`config.mk`:
```
export PLATFORM = sky130hd
export DESIGN_NAME = positional_list_store_flat
export DESIGN_NICKNAME = d
export VERILOG_FILES = /design/src/rtl/pls_pkg.sv /design/src/rtl/pls_if.sv /design/src/rtl/positional_list_store.sv /design/src/rtl/pls_cell.sv /design/src/flat_wrapper.sv
export SDC_FILE = /design/constraint.sdc
export NUM_CORES = 2
export LEC_CHECK = 0
export BUFFER_PORTS_ARGS = -buffer_cell sky130_fd_sc_hd__clkbuf_2
export CORE_ASPECT_RATIO = 1.2
export CORE_MARGIN = 8
export CORE_UTILIZATION = 34
export CTS_BUF_LIST = sky130_fd_sc_hd__clkbuf_2 sky130_fd_sc_hd__clkbuf_4 sky130_fd_sc_hd__clkbuf_8
export DETAILED_ROUTE_END_ITERATION = 12
export GPL_TIMING_DRIVEN = 0
export PLACE_DENSITY = 0.52
export SLEW_MARGIN = 20
export SYNTH_ARGS = -nofsm -noshare
export SYNTH_HDL_FRONTEND = slang
export SYNTH_SLANG_ARGS = --single-unit
```
`constraint.sdc`:
```
create_clock -name clock -period 3.2 [get_ports clock]
set_clock_uncertainty 0.05 [all_clocks]
set_input_delay 0 -clock clock [delete_from_list [all_inputs] [get_ports clock]]
set_output_delay 0 -clock clock [all_outputs]
set_load 0.02 [all_outputs]
```
`src/rtl/pls_pkg.sv`:
```
package pls_pkg;

   // fixed field widths of the request and response beats
   localparam int OP_W      = 3;
   localparam int POS_W     = 4;
   localparam int ELEM_W    = 32;
   localparam int STATUS_W  = 2;
   localparam int ENTRIES_W = 5;

   // default sizing of the store
   localparam int CAPACITY_DEF   = 16;
   localparam int DATA_WIDTH_DEF = 32;

   // request operation codes
   typedef enum logic [OP_W-1:0] {
      OP_APPEND      = 3'd0,
      OP_INSERT      = 3'd1,
      OP_REMOVE_LAST = 3'd2,
      OP_REMOVE_AT   = 3'd3,
      OP_READ        = 3'd4
   } op_type;

   // response status codes
   typedef enum logic [STATUS_W-1:0] {
      STATUS_OK    = 2'd0,
      STATUS_EMPTY = 2'd1,
      STATUS_FULL  = 2'd2
   } status_type;

   // shift command broadcast to every cell of the row
   typedef struct packed {
      logic insert;
      logic remove;
   } cell_cmd_type;

endpackage

```
`src/rtl/pls_if.sv`:
```
// request channel
interface pls_req_if;
   logic                         valid;
   logic                         ready;
   logic [pls_pkg::OP_W-1:0]     operation;
   logic [pls_pkg::POS_W-1:0]    position;
   logic [pls_pkg::ELEM_W-1:0]   element;

   modport source (output valid, output operation, output position, output element,
                   input ready);
   modport sink   (input valid, input operation, input position, input element,
                   output ready);
endinterface

// response channel
interface pls_rsp_if;
   logic                           valid;
   logic                           ready;
   logic [pls_pkg::STATUS_W-1:0]   status;
   logic [pls_pkg::ELEM_W-1:0]     read_value;
   logic [pls_pkg::ENTRIES_W-1:0]  entries;
   logic                           is_empty;
   logic [pls_pkg::ELEM_W-1:0]     tail_value;

   modport source (output valid, output status, output read_value, output entries,
                   output is_empty, output tail_value, input ready);
   modport sink   (input valid, input status, input read_value, input entries,
                   input is_empty, input tail_value, output ready);
endinterface

```
`src/rtl/positional_list_store.sv`:
```
// channel   | dir | payload                                            | beat when
// req_bus   | in  | operation, position, element                       | valid && ready
// rsp_bus   | out | status, read_value, entries, is_empty, tail_value  | valid && ready
//
// One request at a time: the accept edge updates the row of cells, then the read and
// tail values walk the gather chain; no request is taken until the sweep ends.
// A finished response waits in the output register; the next request is taken
// while it waits, and a stalled response holds the gather sweep at its end.
// Synchronous active-high reset empties the list; slot contents are not cleared.
module positional_list_store #(
   parameter int CAPACITY   = pls_pkg::CAPACITY_DEF,
   parameter int DATA_WIDTH = pls_pkg::DATA_WIDTH_DEF
) (
   input  logic      clock,
   input  logic      reset,
   pls_req_if.sink   req_bus,
   pls_rsp_if.source rsp_bus
);

   localparam int FILL_W = $clog2(CAPACITY + 1);
   localparam int POS_W  = pls_pkg::POS_W;
   localparam int CMP_W  = ((FILL_W > POS_W) ? FILL_W : POS_W) + 1;
   localparam int OUT_W  = pls_pkg::ELEM_W;
   localparam int ENT_W  = pls_pkg::ENTRIES_W;

   typedef enum logic [1:0] {
      ST_IDLE  = 2'b01,
      ST_SWEEP = 2'b10
   } state_type;

   state_type               state_ff, state_in;
   logic [FILL_W-1:0]       cnt_ff, cnt_in;
   logic [FILL_W-1:0]       fill_ff, fill_in;
   logic [CMP_W-1:0]        rd_pos_ff, rd_pos_in;
   pls_pkg::status_type     status_ff, status_in;
   logic                    rd_en_ff, rd_en_in;

   logic                    rsp_valid_ff, rsp_valid_in;
   pls_pkg::status_type     rsp_status_ff, rsp_status_in;
   logic [OUT_W-1:0]        rsp_read_ff, rsp_read_in;
   logic [ENT_W-1:0]        rsp_entries_ff, rsp_entries_in;
   logic                    rsp_empty_ff, rsp_empty_in;
   logic [OUT_W-1:0]        rsp_tail_ff, rsp_tail_in;

   logic                    accept;
   logic                    done;
   logic                    load;
   logic                    list_full;
   logic                    list_empty;
   logic [CMP_W-1:0]        fill_x;
   logic [CMP_W-1:0]        pos_x;
   logic [CMP_W-1:0]        upd_pos;
   logic [FILL_W-1:0]       fill_new;
   pls_pkg::status_type     status_new;
   logic                    rd_new;
   pls_pkg::cell_cmd_type   cmd_new;
   pls_pkg::cell_cmd_type   cell_cmd;
   logic [DATA_WIDTH-1:0]   elem_d;

   logic [DATA_WIDTH-1:0]   slot_val [CAPACITY];
   logic [DATA_WIDTH-1:0]   rd_chain [CAPACITY+1];
   logic [DATA_WIDTH-1:0]   tl_chain [CAPACITY+1];

   // handshake
   assign req_bus.ready = (state_ff == ST_IDLE);
   assign accept        = req_bus.valid && req_bus.ready;

   assign fill_x     = CMP_W'(fill_ff);
   assign pos_x      = CMP_W'(req_bus.position);
   assign list_full  = (fill_x == CMP_W'(CAPACITY));
   assign list_empty = (fill_ff == '0);
   assign elem_d     = DATA_WIDTH'(req_bus.element);

   // operation decode against the count before the operation
   always_comb begin
      cmd_new    = '0;
      upd_pos    = pos_x;
      fill_new   = fill_ff;
      status_new = pls_pkg::STATUS_OK;
      rd_new     = 1'b0;
      unique case (req_bus.operation)
         pls_pkg::OP_APPEND: begin
            if (list_full) begin
               status_new = pls_pkg::STATUS_FULL;
            end else begin
               cmd_new.insert = 1'b1;
               upd_pos        = fill_x;
               fill_new       = fill_ff + FILL_W'(1);
            end
         end
         pls_pkg::OP_INSERT: begin
            if (list_full) begin
               status_new = pls_pkg::STATUS_FULL;
            end else begin
               cmd_new.insert = 1'b1;
               upd_pos        = (pos_x < fill_x) ? pos_x : fill_x;
               fill_new       = fill_ff + FILL_W'(1);
            end
         end
         pls_pkg::OP_REMOVE_LAST: begin
            if (list_empty) begin
               status_new = pls_pkg::STATUS_EMPTY;
            end else begin
               fill_new = fill_ff - FILL_W'(1);
            end
         end
         pls_pkg::OP_REMOVE_AT: begin
            if (list_empty) begin
               status_new = pls_pkg::STATUS_EMPTY;
            end else begin
               cmd_new.remove = 1'b1;
               fill_new       = fill_ff - FILL_W'(1);
            end
         end
         pls_pkg::OP_READ: begin
            if (list_empty || pos_x >= fill_x) begin
               status_new = pls_pkg::STATUS_EMPTY;
            end else begin
               rd_new = 1'b1;
            end
         end
         default: begin
            status_new = pls_pkg::STATUS_EMPTY;
         end
      endcase
   end

   assign cell_cmd = accept ? cmd_new : '0;

   // row of cells
   assign rd_chain[CAPACITY] = '0;
   assign tl_chain[CAPACITY] = '0;

   for (genvar i = 0; i < CAPACITY; i++) begin : g_cell
      logic [DATA_WIDTH-1:0] left_val;
      logic [DATA_WIDTH-1:0] right_val;

      if (i == 0) begin : g_first
         assign left_val = '0;
      end else begin : g_mid_l
         assign left_val = slot_val[i-1];
      end

      if (i == CAPACITY - 1) begin : g_last
         assign right_val = '0;
      end else begin : g_mid_r
         assign right_val = slot_val[i+1];
      end

      pls_cell #(
         .DATA_WIDTH (DATA_WIDTH),
         .CMP_W      (CMP_W),
         .INDEX      (i)
      ) u_cell (
         .clock        (clock),
         .cmd          (cell_cmd),
         .upd_pos      (upd_pos),
         .fill         (fill_x),
         .rd_pos       (rd_pos_ff),
         .element      (elem_d),
         .left_val     (left_val),
         .right_val    (right_val),
         .rd_chain_in  (rd_chain[i+1]),
         .tl_chain_in  (tl_chain[i+1]),
         .slot_val     (slot_val[i]),
         .rd_chain_out (rd_chain[i]),
         .tl_chain_out (tl_chain[i])
      );
   end

   // sequencer: accept, sweep the gather chain, hand over to the output register
   assign done = (state_ff == ST_SWEEP) && (cnt_ff == FILL_W'(CAPACITY));
   assign load = done && (!rsp_valid_ff || rsp_bus.ready);

   always_comb begin
      state_in  = state_ff;
      cnt_in    = cnt_ff;
      fill_in   = fill_ff;
      rd_pos_in = rd_pos_ff;
      status_in = status_ff;
      rd_en_in  = rd_en_ff;
      unique case (state_ff)
         ST_IDLE: begin
            if (accept) begin
               state_in  = ST_SWEEP;
               cnt_in    = '0;
               fill_in   = fill_new;
               rd_pos_in = pos_x;
               status_in = status_new;
               rd_en_in  = rd_new;
            end
         end
         ST_SWEEP: begin
            if (!done) begin
               cnt_in = cnt_ff + FILL_W'(1);
            end else if (load) begin
               state_in = ST_IDLE;
            end
         end
         default: begin
            state_in = ST_IDLE;
         end
      endcase
   end

   // output register
   always_comb begin
      rsp_valid_in   = rsp_valid_ff && !rsp_bus.ready;
      rsp_status_in  = rsp_status_ff;
      rsp_read_in    = rsp_read_ff;
      rsp_entries_in = rsp_entries_ff;
      rsp_empty_in   = rsp_empty_ff;
      rsp_tail_in    = rsp_tail_ff;
      if (load) begin
         rsp_valid_in   = 1'b1;
         rsp_status_in  = status_ff;
         rsp_read_in    = rd_en_ff ? OUT_W'(rd_chain[0]) : '0;
         rsp_entries_in = ENT_W'(fill_ff);
         rsp_empty_in   = (fill_ff == '0);
         rsp_tail_in    = (fill_ff == '0) ? '0 : OUT_W'(tl_chain[0]);
      end
   end

   // control registers
   always_ff @(posedge clock) begin
      if (reset) begin
         state_ff     <= ST_IDLE;
         cnt_ff       <= '0;
         fill_ff      <= '0;
         rsp_valid_ff <= 1'b0;
      end else begin
         state_ff     <= state_in;
         cnt_ff       <= cnt_in;
         fill_ff      <= fill_in;
         rsp_valid_ff <= rsp_valid_in;
      end
   end

   // payload registers
   always_ff @(posedge clock) begin
      rd_pos_ff      <= rd_pos_in;
      status_ff      <= status_in;
      rd_en_ff       <= rd_en_in;
      rsp_status_ff  <= rsp_status_in;
      rsp_read_ff    <= rsp_read_in;
      rsp_entries_ff <= rsp_entries_in;
      rsp_empty_ff   <= rsp_empty_in;
      rsp_tail_ff    <= rsp_tail_in;
   end

   assign rsp_bus.valid      = rsp_valid_ff;
   assign rsp_bus.status     = rsp_status_ff;
   assign rsp_bus.read_value = rsp_read_ff;
   assign rsp_bus.entries    = rsp_entries_ff;
   assign rsp_bus.is_empty   = rsp_empty_ff;
   assign rsp_bus.tail_value = rsp_tail_ff;

endmodule

```
`src/rtl/pls_cell.sv`:
```
module pls_cell #(
   parameter int DATA_WIDTH = pls_pkg::DATA_WIDTH_DEF,
   parameter int CMP_W      = 6,
   parameter int INDEX      = 0
) (
   input  logic                  clock,
   input  pls_pkg::cell_cmd_type cmd,
   input  logic [CMP_W-1:0]      upd_pos,
   input  logic [CMP_W-1:0]      fill,
   input  logic [CMP_W-1:0]      rd_pos,
   input  logic [DATA_WIDTH-1:0] element,
   input  logic [DATA_WIDTH-1:0] left_val,
   input  logic [DATA_WIDTH-1:0] right_val,
   input  logic [DATA_WIDTH-1:0] rd_chain_in,
   input  logic [DATA_WIDTH-1:0] tl_chain_in,
   output logic [DATA_WIDTH-1:0] slot_val,
   output logic [DATA_WIDTH-1:0] rd_chain_out,
   output logic [DATA_WIDTH-1:0] tl_chain_out
);

   logic [DATA_WIDTH-1:0] slot_ff, slot_in;
   logic [DATA_WIDTH-1:0] rd_gath_ff, rd_gath_in;
   logic [DATA_WIDTH-1:0] tl_gath_ff, tl_gath_in;
   logic [CMP_W-1:0]      my_idx;
   logic [CMP_W-1:0]      my_next;

   assign my_idx  = CMP_W'(INDEX);
   assign my_next = CMP_W'(INDEX + 1);

   // slot update: open a gap toward the tail on insert, close it on remove
   always_comb begin
      slot_in = slot_ff;
      if (cmd.insert) begin
         if (my_idx == upd_pos) begin
            slot_in = element;
         end else if (my_idx > upd_pos && my_idx <= fill) begin
            slot_in = left_val;
         end
      end
      if (cmd.remove) begin
         if (my_idx >= upd_pos && my_next < fill) begin
            slot_in = right_val;
         end
      end
   end

   // gather chains move toward position zero, each cell drops in its slot on a hit
   assign rd_gath_in = (my_idx == rd_pos) ? slot_ff : rd_chain_in;
   assign tl_gath_in = (my_next == fill)  ? slot_ff : tl_chain_in;

   always_ff @(posedge clock) begin
      slot_ff    <= slot_in;
      rd_gath_ff <= rd_gath_in;
      tl_gath_ff <= tl_gath_in;
   end

   assign slot_val     = slot_ff;
   assign rd_chain_out = rd_gath_ff;
   assign tl_chain_out = tl_gath_ff;

endmodule

```
`src/flat_wrapper.sv`:
```
// flat-port wrapper written by rule: the top's interface ports become plain ports
module positional_list_store_flat 
#(
   parameter int CAPACITY   = pls_pkg::CAPACITY_DEF,
   parameter int DATA_WIDTH = pls_pkg::DATA_WIDTH_DEF
)
  (clock, reset, req_bus_valid, req_bus_operation, req_bus_position, req_bus_element, req_bus_ready, rsp_bus_valid, rsp_bus_status, rsp_bus_read_value, rsp_bus_entries, rsp_bus_is_empty, rsp_bus_tail_value, rsp_bus_ready);
  pls_req_if req_bus_i ();
  pls_rsp_if rsp_bus_i ();
  input  logic clock;
  input  logic reset;
  input wire logic [$bits(req_bus_i.valid)-1:0] req_bus_valid;
  input wire logic [$bits(req_bus_i.operation)-1:0] req_bus_operation;
  input wire logic [$bits(req_bus_i.position)-1:0] req_bus_position;
  input wire logic [$bits(req_bus_i.element)-1:0] req_bus_element;
  output wire logic [$bits(req_bus_i.ready)-1:0] req_bus_ready;
  output wire logic [$bits(rsp_bus_i.valid)-1:0] rsp_bus_valid;
  output wire logic [$bits(rsp_bus_i.status)-1:0] rsp_bus_status;
  output wire logic [$bits(rsp_bus_i.read_value)-1:0] rsp_bus_read_value;
  output wire logic [$bits(rsp_bus_i.entries)-1:0] rsp_bus_entries;
  output wire logic [$bits(rsp_bus_i.is_empty)-1:0] rsp_bus_is_empty;
  output wire logic [$bits(rsp_bus_i.tail_value)-1:0] rsp_bus_tail_value;
  input wire logic [$bits(rsp_bus_i.ready)-1:0] rsp_bus_ready;
  assign req_bus_i.valid = req_bus_valid;
  assign req_bus_i.operation = req_bus_operation;
  assign req_bus_i.position = req_bus_position;
  assign req_bus_i.element = req_bus_element;
  assign req_bus_ready = req_bus_i.ready;
  assign rsp_bus_valid = rsp_bus_i.valid;
  assign rsp_bus_status = rsp_bus_i.status;
  assign rsp_bus_read_value = rsp_bus_i.read_value;
  assign rsp_bus_entries = rsp_bus_i.entries;
  assign rsp_bus_is_empty = rsp_bus_i.is_empty;
  assign rsp_bus_tail_value = rsp_bus_i.tail_value;
  assign rsp_bus_i.ready = rsp_bus_ready;
  positional_list_store #(.CAPACITY(CAPACITY), .DATA_WIDTH(DATA_WIDTH)) u_core (.clock(clock), .reset(reset), .req_bus(req_bus_i), .rsp_bus(rsp_bus_i));
endmodule
```
==> results.md <==
- Mean number of vias per cell: 5.125
- Most common cell in the synthesized netlist: dfxtp_1
- RSZ-0062 raised after global routing: true
- Post-route DRC: 0
- Synth area leader: dfxtp_1
- Fin crit period: ~3.6 ns
- Placed Cells incl. Taps: 8,067
- P&R area growth vs syn: 31.31%
- Seq/Total Area, Yosys: 0.5421
- Vias in the first global route: roughly 47,000
- Largest net degree at the start of global routing: 54
- Routed WL per cell: 25.80 um
- Yosys warnings: 0
- Initial Util: 0.3414
- Final Hold Fails: 0
- Vias: around 45,000
- First-pass GRT wire length: approximately 320,000 um
- Mapped Nets: about 5,600
- Drt first pass iters: 5
- Clock-pin slew on the worst setup and hold paths: 0.06 ns
- FF+latch count, synth: 1,628
- Core Area: 180,400 um^2
- Power Density: approximately 680 nW/um^2
- Setup ws final: -0.4132 ns
- Ports: 117
- Total Nets Final: roughly 6,300
- Worst skew pair latency: 1.01 ns
- Required time worst endpoint: slightly above 4 ns
- Fmax: 276.8 MHz
- Site row count: 171
- Hold/Removal Path Class: in2reg
- Post-synthesis cell count: between 5,000 and 6,000
- Die Y: 482.2 um
- Antenna-violating nets left: 0
- Startpoint types: flop
- Final Max Slew Viols: 0
- Top FF cell, synth: dfxtp_1
- Initial antenna violation count: 6
- Port Buf Inserts: 115
- Die ar.: slightly below 200,000 um^2
- Post-DP HPWL: about 160,000 um
- Yosys cell types: 83
- VDD IR max: roughly 0.47 mV
- Overall routing resource usage: 0.2183
- Finished Layout Cells: 8,853
- Total negative slack: -145.36 ns
- CTS tree: built
- Clk buf depth: 4
- Clock sinks: 1,628
- Clock Tree Root: clkbuf_8
- Leak: 0.03233 uW
- Worst slew margin: 0.09954
- TritonCTS Buffers: between 200 and 300
- Critical path arrival: 4.47 ns
- Failing checks: negative setup slack
- Max Cap Viol: 0
- Die extent in x: 404.5 um
- Ys async rst share: 0
- Post-synth top cells: 1,549 x dfxtp_1, 980 x mux2_2, 387 x nor2_1
- Final WL: ~230,000 um
- Synth top area cells: dfxtp_1 50%, mux2_2 18%, edfxtp_1 3.9%
- Finish-stage setup viols: 602
- Post-synth top area share: 0.5036
- Syn Std Cell Area: 61,580 um^2
- Clock H-tree levels: 5
- Share of layout cells above drive strength 1: 0.4101
- Slew @ Worst Pin: about 1.4 ns
- Period utilization: 1.129
- Worst Path Max Fanout: 7
- Post-synth EDFFs: 79
- Mapped Avg Cell Area: 11.15 um^2
- Outcome: complete, but fails checks
- RD Place Congestion: between 0.9 and 1
- 1st-iter DRT viols: 3,177
- Crit Path Class: reg2reg
- CP Capture Type: flop
- GR Overflow Total: 0
path summary, 6_finish.rpt:
path,slack (ns),cells after the start,from,endpoint
setup / recovery,-0.41,16,u_core.fill_ff[1],u_core.g_cell[13].u_cell.slot_val[30]
hold / removal,0.09,5,req_bus_element[11],u_core.g_cell[12].u_cell.slot_val[11]
setup reg to reg,-0.41,16,u_core.fill_ff[1],u_core.g_cell[13].u_cell.slot_val[30]
hold reg to reg,0.38,2,u_core.g_cell[15].u_cell.rd_chain_out[29],u_core.g_cell[14].u_cell.rd_chain_out[29]
stage by stage:
stage                     power (uW)  setup WS [ns]  hold slack (ns)    util  instance area [um^2]
after global routing           57390        -0.4610          0.07875  0.4483                 80860
after detailed placement       34050         -2.526           0.2170  0.3625                 65380
final                          54960        -0.4132          0.08771  0.4483                 80860
after CTS                      53990        -0.3339         0.001431  0.4291                 77390
after global placement         33790         -2.564           0.2129  0.3617                 65240
after floorplan                31280      -0.003763          0.04887       -                 61630
where the power goes:
| group | switching [uW] | internal, uW | total (uW) | leakage, uW |
|---|---|---|---|---|
| Sequential | 4160 | 23900 | 28100 | 0.0133 |
| Clock | 8260 | 10900 | 19100 | 0.00297 |
| Combinational | 3440 | 4310 | 7740 | 0.0160 |
layout make-up:
| type | count | area [um^2] |
|---|---|---|
| Clock inverter | 30 | 275.3 |
| Timing Repair Buffer | 456 | 4932 |
| Antenna cell | 3 | 7.507 |
| Multi-Input combinational cell | 3409 | 29910 |
| Inverter | 55 | 221.5 |
| Clock buffer | 430 | 5330 |
| Tap cell | 2422 | 3030 |
| Buffer | 420 | 3752 |
| Fill cell | 16749 | 99500 |
| Sequential cell | 1628 | 33400 |
flip-flops by register name (all words and copies together) (netlist names), 2 cells and up:
| name | count |
|---|---|
| u_core.rsp_bus.tail_value | 32 |
| u_core.status_ff | 2 |
| u_core.cnt_ff | 5 |
| u_core.rsp_bus.read_value | 32 |
| u_core.rsp_bus.status | 2 |
| u_core.rsp_bus.entries | 5 |
| u_core.g_cell.u_cell.rd_chain_out | 512 |
| u_core.rd_pos_ff | 4 |
| u_core.state_ff | 2 |
| u_core.fill_ff | 5 |
| u_core.g_cell.u_cell.tl_chain_out | 512 |
| u_core.g_cell.u_cell.slot_val | 512 |
layout by cell type (no fill, tap or decap), types with 80 or more instances in the layout:
cell type	count
clkbuf_4	118
o22ai_1	81
nor2_1	291
o21ai_0	80
buf_4	125
mux2i_1	155
o21ai_1	174
mux2_2	957
dfxtp_1	1544
and2_1	99
clkbuf_1	135
clkbuf_8	362
buf_6	91
a221oi_2	88
dlygate4sd3_1	89
clkbuf_2	160
nand2_1	303
worst max-delay path: stages (launching register included):
cell	delay, ns
dfxtp_4	0.38
buf_12	0.12
clkinvlp_4	0.24
ha_4	0.37
nor2b_4	0.17
o221a_4	0.26
o21ai_4	0.07
buf_12	0.17
buf_12	0.13
buf_16	0.13
a32oi_4	0.40
o21ai_4	0.12
buf_6	0.15
buf_12	0.13
buf_8	0.12
mux2_4	0.30
o221a_4	0.25
cells by family after synthesis:
| group | count (synthesis) | synth area share |
|---|---|---|
| xor gates and xnor gates | 9 | 0.001280 |
| DFF | 1628 | 0.5421 |
| and+or+nand+nor | 1159 | 0.08660 |
| buffers and inverters | 486 | 0.03214 |
| AOI/OAI and AO/OA | 1083 | 0.1291 |
| muxes | 1145 | 0.2061 |
| adders and majority gates | 13 | 0.002642 |
repair_timing:
item / CTS / global route
gates resized for setup: 942 / 674
pin swaps: 209 / 174
gates cloned: 35 / 30
setup buffers: 129 / 60
hold endpoints to repair: 469 / 0
hold buffers: 89 / 0
setup endpoints to repair: 826 / 632
routing by layer:
| layer | track usage | up-vias | part of all wire |
|---|---|---|---|
| li1 | - | 21685 | - |
| met1 | 0.2525 | 21527 | 0.39 |
| met2 | 0.3761 | 1536 | 0.49 |
| met3 | 0.03380 | 620 | 0.045 |
| met4 | 0.1394 | 0 | 0.075 |
| met5 | 0 | - | 0 |
(Power assumes the default switching activity.)
